$ cat config.mk
export PLATFORM = sky130hd
export DESIGN_NAME = rmi_back
export DESIGN_NICKNAME = d
export VERILOG_FILES = /design/src/rtl/rgbnir_mosaic_interpolator_assert.svh /design/src/rtl/rmi_pkg.sv /design/src/rtl/rmi_back.sv
export SDC_FILE = /design/constraint.sdc
export NUM_CORES = 1
export LEC_CHECK = 0
export ABC_AREA = 1
export BUFFER_PORTS_ARGS = -buffer_cell sky130_fd_sc_hd__buf_4
export CORE_MARGIN = 1
export CORE_UTILIZATION = 60
export DETAILED_ROUTE_END_ITERATION = 12
export GPL_ROUTABILITY_DRIVEN = 1
export GPL_TIMING_DRIVEN = 1
export PLACE_DENSITY = 0.84
export SLEW_MARGIN = 20
export SYNTH_ARGS = -nofsm -noshare
export SYNTH_HDL_FRONTEND = slang
export SYNTH_SLANG_ARGS = --single-unit
$ cat constraint.sdc
create_clock -name clock -period 6.7 [get_ports clock]
set_input_delay 0.335 -clock clock [delete_from_list [all_inputs] [get_ports clock]]
set_output_delay 0.335 -clock clock [all_outputs]
set_load 0.1 [all_outputs]
$ cat src/rtl/rgbnir_mosaic_interpolator_assert.svh
// Assertion macros for the mosaic interpolator.
`ifndef RGBNIR_MOSAIC_INTERPOLATOR_ASSERT_SVH
`define RGBNIR_MOSAIC_INTERPOLATOR_ASSERT_SVH
// same-cycle implication
`define RMI_ASSERT_NOW(lbl, a, c) \
   lbl: assert property (@(posedge clock) disable iff (reset) (a) |-> (c)) \
      else $error("rmi check failed");
// next-cycle implication
`define RMI_ASSERT_NEXT(lbl, a, c) \
   lbl: assert property (@(posedge clock) disable iff (reset) (a) |=> (c)) \
      else $error("rmi check failed");
`endif

$ cat src/rtl/rmi_pkg.sv
// Shared constants, types and weight table of the mosaic interpolator.
`timescale 1ns / 1ps
package rmi_pkg;
   localparam int MAX_BLOCK_COLS_DEF = 1024;
   localparam int SAMPLE_BITS_DEF    = 16;
   localparam int QUEUE_DEPTH        = 4;
   localparam int MAX_BLOCK_ROWS     = 4096;
   localparam logic [10:0] COLS_RESET = 11'd640;
   localparam logic [12:0] ROWS_RESET = 13'd480;

   typedef enum logic {CSR_BLOCK_COLS = 1'b0, CSR_BLOCK_ROWS = 1'b1} rmi_csr_type;

   // which neighbor arrangement a result beat uses
   typedef enum logic [1:0] {
      STEP_CORNER = 2'd0,
      STEP_TOP    = 2'd1,
      STEP_LEFT   = 2'd2,
      STEP_MAIN   = 2'd3
   } rmi_step_type;

   typedef struct packed {
      logic fire;
      logic busy;
   } rmi_bstat_type;

   // weight of plane q at position pos (0 up-left, 1 up, 2 left, 3 center)
   function automatic logic [3:0] rmi_weight(input logic [1:0] q, input logic [1:0] pos);
      logic [3:0] w;
      w = 4'd3;
      case (q)
         2'd0: w = (pos == 2'd0) ? 4'd1 : (pos == 2'd3) ? 4'd9 : 4'd3;
         2'd1: w = (pos == 2'd1) ? 4'd1 : (pos == 2'd2) ? 4'd9 : 4'd3;
         2'd2: w = (pos == 2'd2) ? 4'd1 : (pos == 2'd1) ? 4'd9 : 4'd3;
         2'd3: w = (pos == 2'd3) ? 4'd1 : (pos == 2'd0) ? 4'd9 : 4'd3;
         default: w = 4'd3;
      endcase
      return w;
   endfunction
endpackage

$ cat src/rtl/rmi_back.sv
// Back end: expands a job into result beats and forms the weighted sums.
`timescale 1ns / 1ps
module rmi_back #(
   parameter int MAX_BLOCK_COLS = rmi_pkg::MAX_BLOCK_COLS_DEF,
   parameter int SAMPLE_BITS    = rmi_pkg::SAMPLE_BITS_DEF,
   parameter int AW = $clog2(MAX_BLOCK_COLS),
   parameter int JW = 16 * SAMPLE_BITS + 12 + AW + 2
) (
   input  logic                   clock,
   input  logic                   reset,
   input  logic                   job_valid,
   input  logic [JW-1:0]          job_data,
   output logic                   job_pop,
   output rmi_pkg::rmi_bstat_type stat,
   output logic                   rsp_empty,
   input  logic                   rsp_pop,
   output logic [19:0]            rsp_nir_value,
   output logic [19:0]            rsp_blue_value,
   output logic [19:0]            rsp_green_value,
   output logic [19:0]            rsp_red_value,
   output logic [11:0]            rsp_out_row,
   output logic [9:0]             rsp_out_col,
   output logic                   rsp_last_of_burst
);
   import rmi_pkg::*;
   localparam int SB = SAMPLE_BITS;
   localparam int VW = SB + 4;

   logic [4*SB-1:0] ul, u, l, c;
   logic [4*SB-1:0] a [4];
   logic [11:0] i;
   logic [AW-1:0] j;
   logic i1, j1, fire, busy_ff, valid_ff;
   logic [3:0] rem_ff, cur, rem_next;
   rmi_step_type step;
   logic [VW-1:0] v [4];
   logic [19:0] val_ff [4];
   logic [11:0] row_ff;
   logic [9:0] col_ff;
   logic last_ff;
   logic [31:0] j_wide;

   assign {ul, u, l, c, i, j, i1, j1} = job_data;
   assign j_wide = 32'(j);

   assign cur = busy_ff ? rem_ff : {1'b1, j1, i1, i1 & j1};

   always_comb begin
      if (cur[0]) step = STEP_CORNER;
      else if (cur[1]) step = STEP_TOP;
      else if (cur[2]) step = STEP_LEFT;
      else step = STEP_MAIN;
   end

   assign rem_next = cur & (cur - 4'd1);
   assign fire     = job_valid && (!valid_ff || rsp_pop);
   assign job_pop  = fire && (rem_next == '0);
   assign stat     = '{fire: fire, busy: busy_ff};

   // arrange the four blocks into up-left, up, left, center order
   always_comb begin
      case (step)
         STEP_CORNER: begin a[0] = c;  a[1] = l;  a[2] = u; a[3] = ul; end
         STEP_TOP:    begin a[0] = l;  a[1] = c;  a[2] = ul; a[3] = u; end
         STEP_LEFT:   begin a[0] = u;  a[1] = ul; a[2] = c; a[3] = l; end
         default:     begin a[0] = ul; a[1] = u;  a[2] = l; a[3] = c; end
      endcase
   end

   always_comb begin
      for (int q = 0; q < 4; q++) begin
         v[q] = '0;
         for (int p = 0; p < 4; p++) begin
            v[q] = v[q] + VW'(a[p][q*SB +: SB]) * VW'(rmi_weight(2'(q), 2'(p)));
         end
      end
   end

   always_ff @(posedge clock) begin
      if (reset) begin
         busy_ff  <= 1'b0;
         rem_ff   <= '0;
         valid_ff <= 1'b0;
      end else begin
         if (fire) begin
            busy_ff  <= (rem_next != '0);
            rem_ff   <= rem_next;
            valid_ff <= 1'b1;
         end else if (rsp_pop) begin
            valid_ff <= 1'b0;
         end
      end
   end

   // hold the beat until it is popped
   always_ff @(posedge clock) begin
      if (fire) begin
         for (int q = 0; q < 4; q++) val_ff[q] <= 20'(32'(v[q]));
         row_ff  <= (step == STEP_CORNER || step == STEP_TOP) ? '0 : i;
         col_ff  <= (step == STEP_CORNER || step == STEP_LEFT) ? '0 : j_wide[9:0];
         last_ff <= (rem_next == '0);
      end
   end

   assign rsp_empty         = !valid_ff;
   assign rsp_nir_value     = val_ff[0];
   assign rsp_blue_value    = val_ff[1];
   assign rsp_red_value     = val_ff[2];
   assign rsp_green_value   = val_ff[3];
   assign rsp_out_row       = row_ff;
   assign rsp_out_col       = col_ff;
   assign rsp_last_of_burst = last_ff;
endmodule

Word-level counts from Yosys, hierarchy flattened
Memory sizes are Yosys's and may differ from the RTL's.
Cells that the tools add are included.
- $add $sub $neg: 13
- $mul: 12
- eq/ne operators: 2
- mux-type cells: 9
- bitwise operators: 2
- reduce and logical (&&, ||, !) cells: 10
- operators by type and width (kind ; number):
    $pmux W256 S3 ; 1
    $mul A16 B2 Y18 const B ; 8
    $add A20 B18 Y20 ; 4
    $mul A16 B4 Y20 const B ; 4
    $add A20 B16 Y20 ; 2
    $add A18 B20 Y20 ; 1
    $add A19 B18 Y20 ; 1
    $add A19 B20 Y20 ; 1
    $add A20 B20 Y20 ; 1
    $add A16 B18 Y19 ; 1
    $add A18 B16 Y19 ; 1
    $mux W1 ; 5
    $and A4 B4 Y4 ; 1
    $logic_not A4 Y1 ; 1
    $mux W2 ; 2
    $mux W4 ; 1
    $reduce_bool A4 Y1 ; 1
    $sub A4 B1 Y4 const B ; 1
    $logic_or A1 B1 Y1 ; 3
    $eq A2 B1 Y1 const B ; 1
    $eq A2 B2 Y1 const B ; 1
    $logic_and A1 B1 Y1 ; 2
    $logic_not A2 Y1 ; 1
    $reduce_bool A2 Y1 ; 1
    other kinds (2) ; 2
- register bits: 29
- bits in writable memories: 80
- output and inout port bits: 107
- memories kept: 1
- memories (name ; words ; width ; rd ports ; clocked after memory_dff ; write ports ; RTL line ; RTL):
    val_ff ; 4 ; 20 ; 4 ; 0 ; 4 ; rmi_back.sv:37 ; logic [19:0] val_ff [4];

Logic depth before layout (Yosys ltp)
- depth after elaboration: 11
- mapped depth: 31

Least setup slack after synthesis
No wires, ideal clock.
- kind: register to register
- from: register busy_ff
- to: memory val_ff[0][16], data pin
- setup time: 0.252 ns
- data arrival time: 4.535 ns
- required time: 6.448 ns
- path slack: 1.912 ns
- cell stages (with the launch flop): 26
- path buffers: 2
- clock period less this slack: 4.788 ns
- path through: dfxtp_1 -> inv_2 -> nand2_2 -> nand2_4 -> nor2_2 -> buf_2 -> buf_2 -> a21oi_1 -> fa_1 -> fa_1 -> inv_1 -> fa_1 -> inv_1 -> fa_1 -> inv_1 -> ha_1 -> inv_1 -> fa_1 -> inv_1 -> nand3_1 -> nand2_1 -> nand2_1 -> nand2_1 -> nand3_1 -> nand3_1 -> nand2_1
- RTL lines (item ; RTL line ; RTL):
    start, declared ; rmi_back.sv:33 ; logic i1, j1, fire, busy_ff, valid_ff;
    start signal, assigned ; rmi_back.sv:86 ; busy_ff <= (rem_next != '0);
    end, declared ; rmi_back.sv:37 ;

==> reports/metrics.cfg <==
[outcome]
status = finished clean

[clock_network]
path_clk_slew_ns = 0.09
cts_setup_buffers = 0
cts_resized = 0
h-tree-depth = 3
clock-root-buffer = clkbuf_16
cts.sinks = 108
clockBufferDepth = 2
cts_buffers = 9
postCtsHoldBufs = 0
insertion_delay_ns = 0.41
cts_tree = yes

[sta]
worst_pin_slew_ns = 0.917
finalCritPeriodShare = 0.866
fmax_ghz = 0.172
fin_setup_tns_ns = 0
skew_ns = 0.0189
setup_ws_ns = 0.900
setup_viol = 0
post-route-min-period_ns = 5.80
slew_violations = 0
slew_headroom = 0.389
hold_viol = 0
rsz0062_at_grt = false

[finish]
final_common_cell = nand2_1
postLayoutCellArea_mm2 = 0.0270
layout.nets = 4351
fillCellCount = 3200
syn2layout_area_growth_pct = 15.2
final_cell_mix = nand2_1 (925), inv_1 (673), buf_4 (419)
drive_gt1_frac = 0.135
finish.utilization = 0.700

[critical_path]
startpoint = busy_ff$_SDFFE_PP0P_
r2r_start = busy_ff$_SDFFE_PP0P_
crit_fanout = 48
start_kind = flop
ff2ff_setup_slack_ns = 0.90
worstSetupPathType = flop to flop
regToRegEndpoint = val_ff[2][12]$_DFFE_PP_
endpoint_kind = flop
r2r.worst_path.cells = 24
required_ns = 6.86
arrival_ns = 5.96

[routing]
vias_per_cell = 5.73
drt_iter0_drc = 2374
num_vias = 23477
drt_wl_total_um = 74300
drt_pass1_iterations = 8
antenna_left = 0
drcViolationCount = 0
wire_per_inst_um = 18.1

[placement]
io_buffer_count = 390
place_ws_ns = 1.01
hpwl_um = 59700
finalWeightedCongestion = 1.02
dpl_cell_area_mm2 = 0.0267

[yosys]
synthCells = 3262
ys.warnings.count = 0
seq_area_frac_synth = 0.136
synth-main-ff-cell = edfxtp_1
ys_ff_latch = 108
synth_nets = 4044
synth.cell_area_mm2 = 0.0234
synth_edf_count = 103
syn_area_per_cell_um2 = 7.19
synth_cell_types = 39
synthArstFlopShare = 0

[floorplan]
dieWidth_um = 200
start_util = 0.608
rows = 72
ios = 391
die_y_um = 200
core-area_mm2 = 0.0386
fp.dieArea_mm2 = 0.0399

[hold_path]
hold_class = primary input to flop
hold_end = valid_ff$_SDFFE_PP0P_
hp-start = reset
min_path_cells = 2

[global_route]
grt.overflow.total = 0
grt_usage = 0.383
grt_first_pass_wirelength_um = 118000
first_global_vias = 23260
grt_start_max_net_pins = 82
antenna_found_initial = 7

[run]
max-cap-violations = 0

## how the worst max path moves through the flow
stage,cells past startpoint,endpoint
3_5_place_dp,25,val_ff[2][12]$_DFFE_PP_
6_report,24,val_ff[2][12]$_DFFE_PP_
3_3_place_gp,25,val_ff[2][19]$_DFFE_PP_
2_1_floorplan,25,val_ff[0][16]$_DFFE_PP_
5_1_grt,23,val_ff[1][19]$_DFFE_PP_
4_1_cts,24,val_ff[2][12]$_DFFE_PP_
## synthesized netlist by cell type, types with 3 or more instances
cell type / instances / area share
nand2_1: 926 / 0.15
inv_1: 674 / 0.11
fa_1: 290 / 0.25
ha_1: 208 / 0.11
nor2_1: 193 / 0.031
o21ai_0: 157 / 0.034
a21oi_1: 149 / 0.032
nand3_1: 144 / 0.031
edfxtp_1: 103 / 0.13
buf_2: 81 / 0.017
o2111ai_1: 73 / 0.027
a31oi_1: 43 / 0.011
nand4_1: 32 / 0.0085
xor2_1: 27 / 0.010
clkbuf_1: 25 / 0.0040
o211ai_1: 22 / 0.0070
a31oi_2: 14 / 0.0075
buf_4: 12 / 0.0038
and2_1: 10 / 0.0027
inv_2: 9 / 0.0014
o21ai_1: 7 / 0.0015
xnor2_1: 7 / 0.0026
a21oi_2: 6 / 0.0022
buf_6: 6 / 0.0029
dfxtp_1: 5 / 0.0043
nand2_2: 5 / 0.0013
nor3_1: 5 / 0.0011
o21bai_1: 5 / 0.0016
a21o_1: 4 / 0.0013
o22ai_1: 4 / 0.0011
nand2_4: 3 / 0.0014
o221ai_1: 3 / 0.0011
or2_2: 3 / 0.00080
## critical path: stages (launching register included)
cell and delay (ns):
dfxtp_1 0.37, inv_2 0.15, nand2_1 0.11, nand2_4 0.16
nand2_2 0.10, inv_4 0.46, buf_4 0.42, nand2_1 0.09
a31oi_1 0.34, inv_1 0.11, fa_1 0.39, inv_1 0.08
fa_1 0.45, fa_1 0.56, inv_1 0.05, fa_1 0.47
inv_1 0.04, ha_1 0.34, nand2_1 0.13, nor2_1 0.24
nand3_1 0.15, nand3_1 0.15, nand2_1 0.07, inv_1 0.05
nor2_1 0.03
## through the flow
stage / cells / hold slack (ns)
6_report: 4099 / 0.0935
3_5_place_dp: 4076 / 0.469
4_1_cts: 4092 / 0.0823
2_1_floorplan: 3262 / 0.404
5_1_grt: 4097 / 0.0900
3_3_place_gp: 4076 / 0.484
## registers in the layout (all words and copies together) (netlist names)
signal / count
val_ff: 80
rsp_out_col: 10
rsp_out_row: 12
rsp_last_of_burst: 1
rem_ff: 3
busy_ff: 1
valid_ff: 1
## kinds of logic after synthesis
| logic type | after synthesis | share of synthesized area |
|---|---|---|
| adder cells (fa/ha/maj) | 498 | 0.359 |
| AND/OR/NAND/NOR | 1324 | 0.227 |
| buffers and inverters | 810 | 0.138 |
| AO/OA/AOI/OAI | 488 | 0.128 |
| flip-flops | 108 | 0.136 |
| XOR/XNOR | 34 | 0.0127 |
## layer usage
layer | vias up | routed length (um) | part of all wire | track usage
li1 | 10915 | - | - | -
met1 | 11013 | 27700 | 0.37 | 0.471
met2 | 1294 | 34800 | 0.47 | 0.630
met3 | 251 | 7660 | 0.10 | 0.0788
met4 | 4 | 4110 | 0.055 | 0.208
met5 | - | 31 | 0.00042 | 0
## cell type report
class                   count  area (um^2)  area share
repair buffers            423         3230       0.119
clock buffers               9          225     0.00834
inverters                 683         2580      0.0955
flip-flops and latches    108         3190       0.118
diodes                      7         17.5    0.000649
clock inverters             7         82.6     0.00306
multi-input cells        2344        17000       0.631
well taps                 518          648      0.0240
Power is left out: the tool's default activity adds up to more than one toggle a clock period on the data nets, which glitch-free logic cannot reach.
