## src/rtl/rgbnir_mosaic_interpolator_assert.svh

```systemverilog
// Assertion macros for the mosaic interpolator.
`ifndef RGBNIR_MOSAIC_INTERPOLATOR_ASSERT_SVH
`define RGBNIR_MOSAIC_INTERPOLATOR_ASSERT_SVH
// same-cycle implication
`define RMI_ASSERT_NOW(lbl, a, c) \
   lbl: assert property (@(posedge clock) disable iff (reset) (a) |-> (c)) \
      else $error("rmi check failed");
// next-cycle implication
`define RMI_ASSERT_NEXT(lbl, a, c) \
   lbl: assert property (@(posedge clock) disable iff (reset) (a) |=> (c)) \
      else $error("rmi check failed");
`endif

```

## src/rtl/rmi_pkg.sv

```systemverilog
// Shared constants, types and weight table of the mosaic interpolator.
`timescale 1ns / 1ps
package rmi_pkg;
   localparam int MAX_BLOCK_COLS_DEF = 1024;
   localparam int SAMPLE_BITS_DEF    = 16;
   localparam int QUEUE_DEPTH        = 4;
   localparam int MAX_BLOCK_ROWS     = 4096;
   localparam logic [10:0] COLS_RESET = 11'd640;
   localparam logic [12:0] ROWS_RESET = 13'd480;

   typedef enum logic {CSR_BLOCK_COLS = 1'b0, CSR_BLOCK_ROWS = 1'b1} rmi_csr_type;

   // which neighbor arrangement a result beat uses
   typedef enum logic [1:0] {
      STEP_CORNER = 2'd0,
      STEP_TOP    = 2'd1,
      STEP_LEFT   = 2'd2,
      STEP_MAIN   = 2'd3
   } rmi_step_type;

   typedef struct packed {
      logic fire;
      logic busy;
   } rmi_bstat_type;

   // weight of plane q at position pos (0 up-left, 1 up, 2 left, 3 center)
   function automatic logic [3:0] rmi_weight(input logic [1:0] q, input logic [1:0] pos);
      logic [3:0] w;
      w = 4'd3;
      case (q)
         2'd0: w = (pos == 2'd0) ? 4'd1 : (pos == 2'd3) ? 4'd9 : 4'd3;
         2'd1: w = (pos == 2'd1) ? 4'd1 : (pos == 2'd2) ? 4'd9 : 4'd3;
         2'd2: w = (pos == 2'd2) ? 4'd1 : (pos == 2'd1) ? 4'd9 : 4'd3;
         2'd3: w = (pos == 2'd3) ? 4'd1 : (pos == 2'd0) ? 4'd9 : 4'd3;
         default: w = 4'd3;
      endcase
      return w;
   endfunction
endpackage

```

## src/rtl/rmi_queue.sv

```systemverilog
// Small job queue between front and back ends.
`timescale 1ns / 1ps
module rmi_queue #(
   parameter int W = 8,
   parameter int DEPTH = rmi_pkg::QUEUE_DEPTH
) (
   input  logic         clock,
   input  logic         reset,
   input  logic         push,
   input  logic [W-1:0] push_data,
   output logic         full,
   input  logic         pop,
   output logic         valid,
   output logic [W-1:0] head
);
   import rmi_pkg::*;
   localparam int PW = (DEPTH > 1) ? $clog2(DEPTH) : 1;
   localparam int NW = $clog2(DEPTH + 1);

   logic [W-1:0] mem_ff [DEPTH];
   logic [PW-1:0] wr_ff, rd_ff;
   logic [NW-1:0] cnt_ff;

   assign full  = (cnt_ff == NW'(DEPTH));
   assign valid = (cnt_ff != '0);
   assign head  = mem_ff[rd_ff];

   always_ff @(posedge clock) begin
      if (reset) begin
         wr_ff  <= '0;
         rd_ff  <= '0;
         cnt_ff <= '0;
      end else begin
         if (push) wr_ff <= (32'(wr_ff) == DEPTH - 1) ? '0 : wr_ff + 1'b1;
         if (pop) rd_ff <= (32'(rd_ff) == DEPTH - 1) ? '0 : rd_ff + 1'b1;
         cnt_ff <= cnt_ff + NW'(push) - NW'(pop);
      end
   end

   always_ff @(posedge clock) begin
      if (push) mem_ff[wr_ff] <= push_data;
   end
endmodule

```

## config.mk

```make
export PLATFORM = sky130hd
export DESIGN_NAME = rmi_queue
export DESIGN_NICKNAME = d
export VERILOG_FILES = /design/src/rtl/rgbnir_mosaic_interpolator_assert.svh /design/src/rtl/rmi_pkg.sv /design/src/rtl/rmi_queue.sv
export SDC_FILE = /design/constraint.sdc
export NUM_CORES = 1
export LEC_CHECK = 0
export BUFFER_PORTS_ARGS = -buffer_cell sky130_fd_sc_hd__buf_2
export CAP_MARGIN = 20
export CORE_MARGIN = 10
export CORE_UTILIZATION = 55
export CTS_BUF_LIST = sky130_fd_sc_hd__clkbuf_16
export DETAILED_ROUTE_END_ITERATION = 8
export GPL_ROUTABILITY_DRIVEN = 0
export PLACE_DENSITY = 0.77
export SLEW_MARGIN = 20
export SYNTH_ARGS = -nofsm -noshare
export SYNTH_HDL_FRONTEND = slang
export SYNTH_SLANG_ARGS = --single-unit
```

## constraint.sdc

```tcl
create_clock -name clock -period 1.9 [get_ports clock]
set_clock_uncertainty 0.1 [all_clocks]
set_input_delay 0.285 -clock clock [delete_from_list [all_inputs] [get_ports clock]]
set_output_delay 0.285 -clock clock [all_outputs]
set_load 0.02 [all_outputs]
```

### Word level (Yosys, flattened, before mapping)

Memory sizes are Yosys's and may differ from the RTL's. A register that Yosys moved wholly into a read port is not among the register bits.
Cells that the tools add are included.

* memory bits (read-only): 0
* output and inout bits: 10
* flip-flop bits (word level): 7
* bits in latches: 0
* memory bits (writable): 32
* memories: 1
* bits of input ports: 12

Memory list
* mem_ff: words 4, bits a word 8, read ports 1, clocked after memory_dff 1, wr ports 1, RTL line rmi_queue.sv:20 `logic [W-1:0] mem_ff [DEPTH];`

* order comparisons: 0
* multiply operators: 0
* muxes and demuxes: 6
* reductions and logical operators: 1
* equal/unequal tests: 3
* bitwise logic cells: 0
* shifts and indexed selects: 0
* add/subtract/negate cells: 4
* div/mod/pow operators: 0

Operators by type and width (count)
* 2-bit two-way mux: 4
* 2-bit by 1-bit adder with 2-bit output, second input constant: 2
* 2-bit == test, second input constant: 2
* 3-bit by 1-bit adder with 3-bit output: 1
* 3-bit == test, second input constant: 1
* 3-bit nonzero test: 1
* 3-bit by 1-bit subtractor with 3-bit output: 1
* 1-bit two-way mux: 2

### Longest topological paths before layout

Gate-level depths: netlist of run 1.

* word-level depth: 4
* gate-level depth with buffers: 7
* depth with buffers taken out: 7

### Worst setup path after synthesis of run 1

No wires, ideal clock.

* path type: flip-flop to flip-flop
* start point: reg cnt_ff[0]
* end point: reg cnt_ff[2]
* cell stages (with the launch flop): 8
* slack: 308 ps
* buffers on the path: 0
* arrival time: 1382 ps
* cell sequence: dfxtp_1 > inv_1 > ha_1 > inv_1 > ha_1 > fa_1 > xor3_1 > nor2_1

* longest elaborated chain between the ends: 2

RTL lines
* from (decl): RTL line rmi_queue.sv:22 `logic [NW-1:0] cnt_ff;`
* from (signal assigned): RTL line rmi_queue.sv:36 `cnt_ff <= cnt_ff + NW'(push) - NW'(pop);`
* 3-bit by 1-bit adder with 3-bit output: RTL line rmi_queue.sv:36
* 3-bit by 1-bit subtractor with 3-bit output: RTL line rmi_queue.sv:36

Every way passes these cells.
A chain may end at the register's enable or synchronous reset.

==> flow_metrics.py, run 1 <==
metrics = {
    "clocking": {
        "clk_pin_slew_ps": 50,
        "clk_path_buf_depth": 2,
        "ctsHoldBuffers": 0,
        "clk_latency_ps": 280,
        "cts-buffers-inserted": 5,
        "root_buffer": "clkbuf_16",
        "cts_sinks": 41,
        "post_cts_buffers": 0,
        "htreeDepth": 2,
        "cts_tree": "yes",
    },
    "logic_synthesis": {
        "synthTopCellsByArea": "edfxtp_1 60%, dfxtp_1 11%, mux4_2 11%",
        "synth_flop_cell": "edfxtp_1",
        "synth_cell_types": 18,
        "yosys_warnings": 0,
        "synth_edf_count": 32,
        "synth_fp_nets": 105,
        "yosysTopAreaCellShare_pct": 59.6,
        "netlist_instances": 85,
        "async_flop_share_pct": 0,
        "synth_top_family_by_area": "multiplexers",
        "syn_area_um2": 1610,
        "synthSimpleGateAreaFrac_pct": 5.66,
        "synth_compound_area_share_pct": 0.621,
        "yosysTopAreaCell": "edfxtp_1",
        "synth_mux_area_share_pct": 12.4,
        "syn_avg_cell_area_um2": 19.0,
        "synth-adder-area-share_pct": 6.67,
        "ys_seq_elements": 41,
        "synth_xor_area_share_pct": 1.47,
        "yosysSeqAreaShare_pct": 70.8,
    },
    "die": {
        "die_y_um": 74.2,
        "die_w_um": 74.2,
        "core_um2": 2780,
        "initial_core_util_pct": 58.0,
        "die_area_um2": 5500,
        "io_pins": 22,
        "num_rows": 19,
    },
    "pwr": {
        "p_sw_share_pct": 22.4,
        "p_leak_nw": 0.726,
        "seq_power_share_pct": 49.9,
        "switchingPower_uw": 474,
        "comb_power_share_pct": 13.5,
        "clkPwrFrac_pct": 36.6,
        "powerDensity_nw_per_um2": 1120,
        "p_int_mw": 1.64,
        "vdd_drop_max_uv": 1220,
    },
    "placed_design": {
        "dpl.hpwl_mm": 1.83,
        "dp.cells": 136,
        "io_buffers": 21,
    },
    "cells_and_area": {
        "seq_area_um2": 1140,
        "diodes": 0,
        "nNetsFinal": 132,
        "fillerInstances": 187,
        "area_growth_pct": 17.1,
        "final_cells": 144,
        "drive_above_1_share_pct": 31.0,
        "multi_input_area_um2": 433,
    },
    "setup_path": {
        "path_max_fanout": 8,
        "critical_path_required_ps": 1510,
        "max_stage_delay_ps": 510,
        "cp-end-kind": "output port",
        "cp_data_arrival_time_ps": 1450,
        "crit_buf_inv": 2,
        "crit_slowest_cell": "mux4_2",
        "critical_path.cell_chain": "buf_6 -> mux4_2 -> buf_2",
        "cp-start-kind": "register",
        "critical_path_class": "register to output port",
        "critical-path-top-delay-family": "multiplexers",
    },
    "global_route": {
        "antenna_found_initial": 0,
        "grt_overflow": 0,
        "grt_max_degree": 13,
        "grt_pass1_vias": 836,
        "groute.usage.overall_pct": 10.9,
        "grt_pass1_wl_mm": 4.24,
    },
    "detailed_routing": {
        "first_pass_iters": 4,
        "via_per_inst": 5.36,
        "ant_nets": 0,
        "drtIter0Drc": 60,
        "vias": 772,
        "drc": 0,
        "wl_per_cell_um": 18.0,
        "drt-total-wl_mm": 2.60,
    },
    "timing": {
        "rsz0062_at_grt": "false",
        "setup_violations": 0,
        "relSlewSlack_pct": 70.5,
        "final_hold_viol_count": 0,
        "fin_crit_sh_pct": 96.6,
        "fmax_mhz": 545,
        "finalMaxSlewViolations": 0,
        "fin_setup_tns_ps": 0,
        "worst_pin_slew_ps": 443,
        "fin_crit_ps": 1830,
    },
    "worst_hold_path": {
        "hold_path.class": "input pin to register",
    },
    "run": {
        "cap_violations": 0,
    },
    "run_status": {
        "status": "finished clean",
    },
}
==> layout by cell type (no fill, tap or decap) <==
cell type,count
or3_1,1
nor2b_1,2
mux2i_1,2
nor2_1,3
mux4_2,8
a21oi_1,2
or3b_1,2
ha_1,7
dfxtp_1,9
inv_1,8
xor3_1,1
nand2b_1,2
buf_2,21
fa_1,1
and3_1,1
clkinv_1,1
and2_1,4
clkbuf_16,5
buf_6,1
edfxtp_1,32
==> metal layers <==
layer,vias to the layer above,share of wire [%],GRT usage (%)
met5,-,0,0
met4,0,2.0,5.59
met3,5,6.7,5.19
met2,22,50,17.1
li1,371,-,-
met1,374,42,12.1
==> layout make-up <==
cell class	instances	share of cell area (%)
inverters	6	1.19
clock buffers	5	6.63
clock inverters	3	0.596
well taps	31	2.05
multi-input cells	36	22.9
flip-flops and latches	41	60.4
repair buffers	22	6.16
==> logic make-up after synthesis <==
family | count (synthesis)
mux | 10
compound gates | 2
flops | 41
xor+xnor | 1
buf+inv | 8
fa+ha+maj | 8
simple gates | 15
==> cells in the mapped netlist (2+ instances only) <==
master and instances:
edfxtp_1 32, dfxtp_1 9, nor2b_1 2, ha_1 7, nand2b_1 2, nor2_1 3
inv_1 6, mux4_2 8, a21oi_1 2, mux2i_1 2, and2_1 4, or3b_1 2
==> path summary, 6_finish.rpt <==
kind                                endpoint  slack [ps]    startpoint  depth (start not counted)
worst max register to register     cnt_ff[2]         220     cnt_ff[0]                          7
worst min register to register      register         430      rd_ff[0]                          2
worst min-delay path            mem_ff[1][6]         120  push_data[6]                          1
worst max-delay path                 head[6]          70      register                          3
==> per-stage QoR <==
stage | hold WS, ps | utilization (%) | power, mW | cell area (um^2) | setup WS, ps
6_report | 124 | 67.9 | 2.11 | 1890 | 65.5
5_1_grt | 119 | 67.9 | 2.21 | 1890 | 4.29
4_1_cts | 117 | 67.7 | 2.14 | 1880 | 3.49
3_5_place_dp | 406 | 62.8 | 1.36 | 1750 | 156
3_3_place_gp | 392 | 62.8 | 1.34 | 1750 | 208
2_1_floorplan | 254 | - | 1.27 | 1610 | 308
==> state kept, by name (all words and copies together), names as in the netlist, named ones only <==
| register | flops |
|---|---|
| cnt_ff | 3 |
| wr_ff | 2 |
| mem_ff | 32 |
| rd_ff | 2 |
==> power by group through the flow <==
stage	Combinational, mW	Clock (mW)	Sequential (mW)
2_1_floorplan	0.210	0	1.06
3_3_place_gp	0.277	0	1.07
3_5_place_dp	0.288	0	1.07
4_1_cts	0.290	0.793	1.05
5_1_grt	0.315	0.831	1.06
6_report	0.284	0.772	1.05
==> what timing repair did <==
| action | in CTS | in global routing |
|---|---|---|
| endpoints found under the hold margin | 0 | 0 |
| resized for setup | 0 | 1 |
| endpoints found under the setup margin | 0 | 8 |
(Power assumes the default switching activity.)
==> run 2, diff against run 1 <==
- CORE_ASPECT_RATIO: default -> 1.25
==> flow_metrics.py, run 2 (synthesis results as in run 1) <==
metrics = {
    "run_status": {
        "status": "finished clean",
    },
    "setup_path": {
        "critical_path_class": "register to output port",
        "rr_startpoint": "cnt_ff[0]",
        "cp_data_arrival_time_ps": 1460,
        "path_max_fanout": 8,
        "critical_path_required_ps": 1510,
        "cp-end-kind": "output port",
        "r2r_cells": 7,
        "r2r_setup_slack_ps": 250,
        "cp-endpoint": "head[0]",
        "r2r_end": "cnt_ff[2]",
        "cp-start-kind": "register",
    },
    "clocking": {
        "cts_tree": "yes",
        "ctsHoldBuffers": 0,
        "post_cts_buffers": 0,
        "clk_pin_slew_ps": 50,
        "cts_sinks": 41,
        "cts-buffers-inserted": 5,
        "clk_latency_ps": 270,
        "htreeDepth": 2,
        "clk_path_buf_depth": 2,
        "root_buffer": "clkbuf_16",
    },
    "timing": {
        "rsz0062_at_grt": "false",
        "setup_violations": 0,
        "final_hold_viol_count": 0,
        "timing.hold.ws_ps": 120,
        "worst_pin_slew_ps": 404,
        "fin_crit_sh_pct": 97.0,
        "fmax_mhz": 543,
        "finalMaxSlewViolations": 0,
        "relSlewSlack_pct": 73.1,
        "fin_crit_ps": 1840,
        "fin_ws_ps": 56.7,
        "fin_setup_tns_ps": 0,
    },
    "cells_and_area": {
        "multi_input_area_um2": 433,
        "top_register": "mem_ff",
        "drive_above_1_share_pct": 31.9,
        "nNetsFinal": 132,
        "fin_util_pct": 69.8,
        "area_growth_pct": 19.3,
        "largestRegisters": "mem_ff (32), cnt_ff (3)",
        "final_common_cell": "edfxtp_1",
        "largest_reg_flops": 32,
        "diodes": 0,
        "final_cell_mix": "32 x edfxtp_1, 20 x buf_2, 9 x dfxtp_1",
        "seq_area_um2": 1140,
        "fillerInstances": 189,
    },
    "detailed_routing": {
        "drtIter0Drc": 40,
        "wl_per_cell_um": 17.2,
        "via_per_inst": 5.24,
        "ant_nets": 0,
        "vias": 770,
        "drc": 0,
        "drt-total-wl_mm": 2.53,
        "first_pass_iters": 3,
    },
    "die": {
        "io_pins": 22,
        "die_area_um2": 5510,
        "core_um2": 2760,
        "die_y_um": 80.5,
        "num_rows": 21,
        "initial_core_util_pct": 58.5,
        "die_w_um": 68.4,
    },
    "global_route": {
        "antenna_found_initial": 0,
        "grt_pass1_wl_mm": 4.23,
        "grt_pass1_vias": 869,
        "grt_overflow": 0,
        "grt_max_degree": 13,
        "groute.usage.overall_pct": 10.7,
    },
    "pwr": {
        "vdd_drop_max_uv": 1060,
        "power_mw": 2.25,
        "powerDensity_nw_per_um2": 1170,
        "p_leak_nw": 0.737,
    },
    "placed_design": {
        "dp_slack_ps": 179,
        "io_buffers": 21,
        "dpl.hpwl_mm": 1.75,
    },
    "worst_hold_path": {
        "hold_depth": 1,
        "hold_path.class": "input pin to register",
    },
    "run": {
        "cap_violations": 0,
    },
}
run 2: cell types whose count changed in the layout (fill, tap and decap cells not counted), sizes merged:
cell / delta
bufinv: +1
inv: -1
run 2: worst max-delay path: stages (launching register included):
cell and delay [ps]:
dfxtp_1 320, buf_6 170, mux4_2 520, buf_2 180
run 2: how the worst min path moves through the flow:
stage / from / slack (ps) / to
finish: push_data[6] / 120 / mem_ff[0][6]
floorplan: reset / 250 / wr_ff[0]
detailed placement: push_data[6] / 410 / mem_ff[0][6]
CTS: push_data[6] / 120 / mem_ff[0][6]
global placement: push_data[7] / 400 / mem_ff[3][7]
global route: push_data[7] / 130 / mem_ff[3][7]
run 2: through the flow:
step	cell area, um^2	std cells
floorplan	1610	85
global placement	1750	139
detailed placement	1750	139
CTS	1920	147
global route	1920	147
finish	1920	147
run 2: layout make-up:
| type | instances | area share [%] |
|---|---|---|
| Clock inverter | 3 | 1.95 |
| Tap cell | 34 | 2.21 |
| Timing Repair Buffer | 22 | 6.37 |
| Inverter | 6 | 1.17 |
| Multi-Input combinational cell | 36 | 22.5 |
| Clock buffer | 5 | 6.50 |
| Sequential cell | 41 | 59.3 |
run 2: repair_timing:
item,in CTS,in global routing
setup endpoints to repair,1,1
gates resized for setup,1,2
pin swaps,0,0
run 2: metal layers:
| layer | up-vias | track usage, % | share of wire, % |
|---|---|---|---|
| met1 | 369 | 12.0 | 41 |
| met3 | 7 | 4.31 | 6.9 |
| met2 | 21 | 16.6 | 50 |
| met5 | - | 0 | 0 |
| li1 | 373 | - | - |
| met4 | 0 | 5.65 | 2.3 |
run 2: report_power, final:
part           total [mW]  internal [mW]  switching [mW]
Combinational       0.286          0.143           0.143
Sequential           1.05           1.02          0.0302
Clock               0.906          0.609           0.297
Total                2.25           1.78           0.470
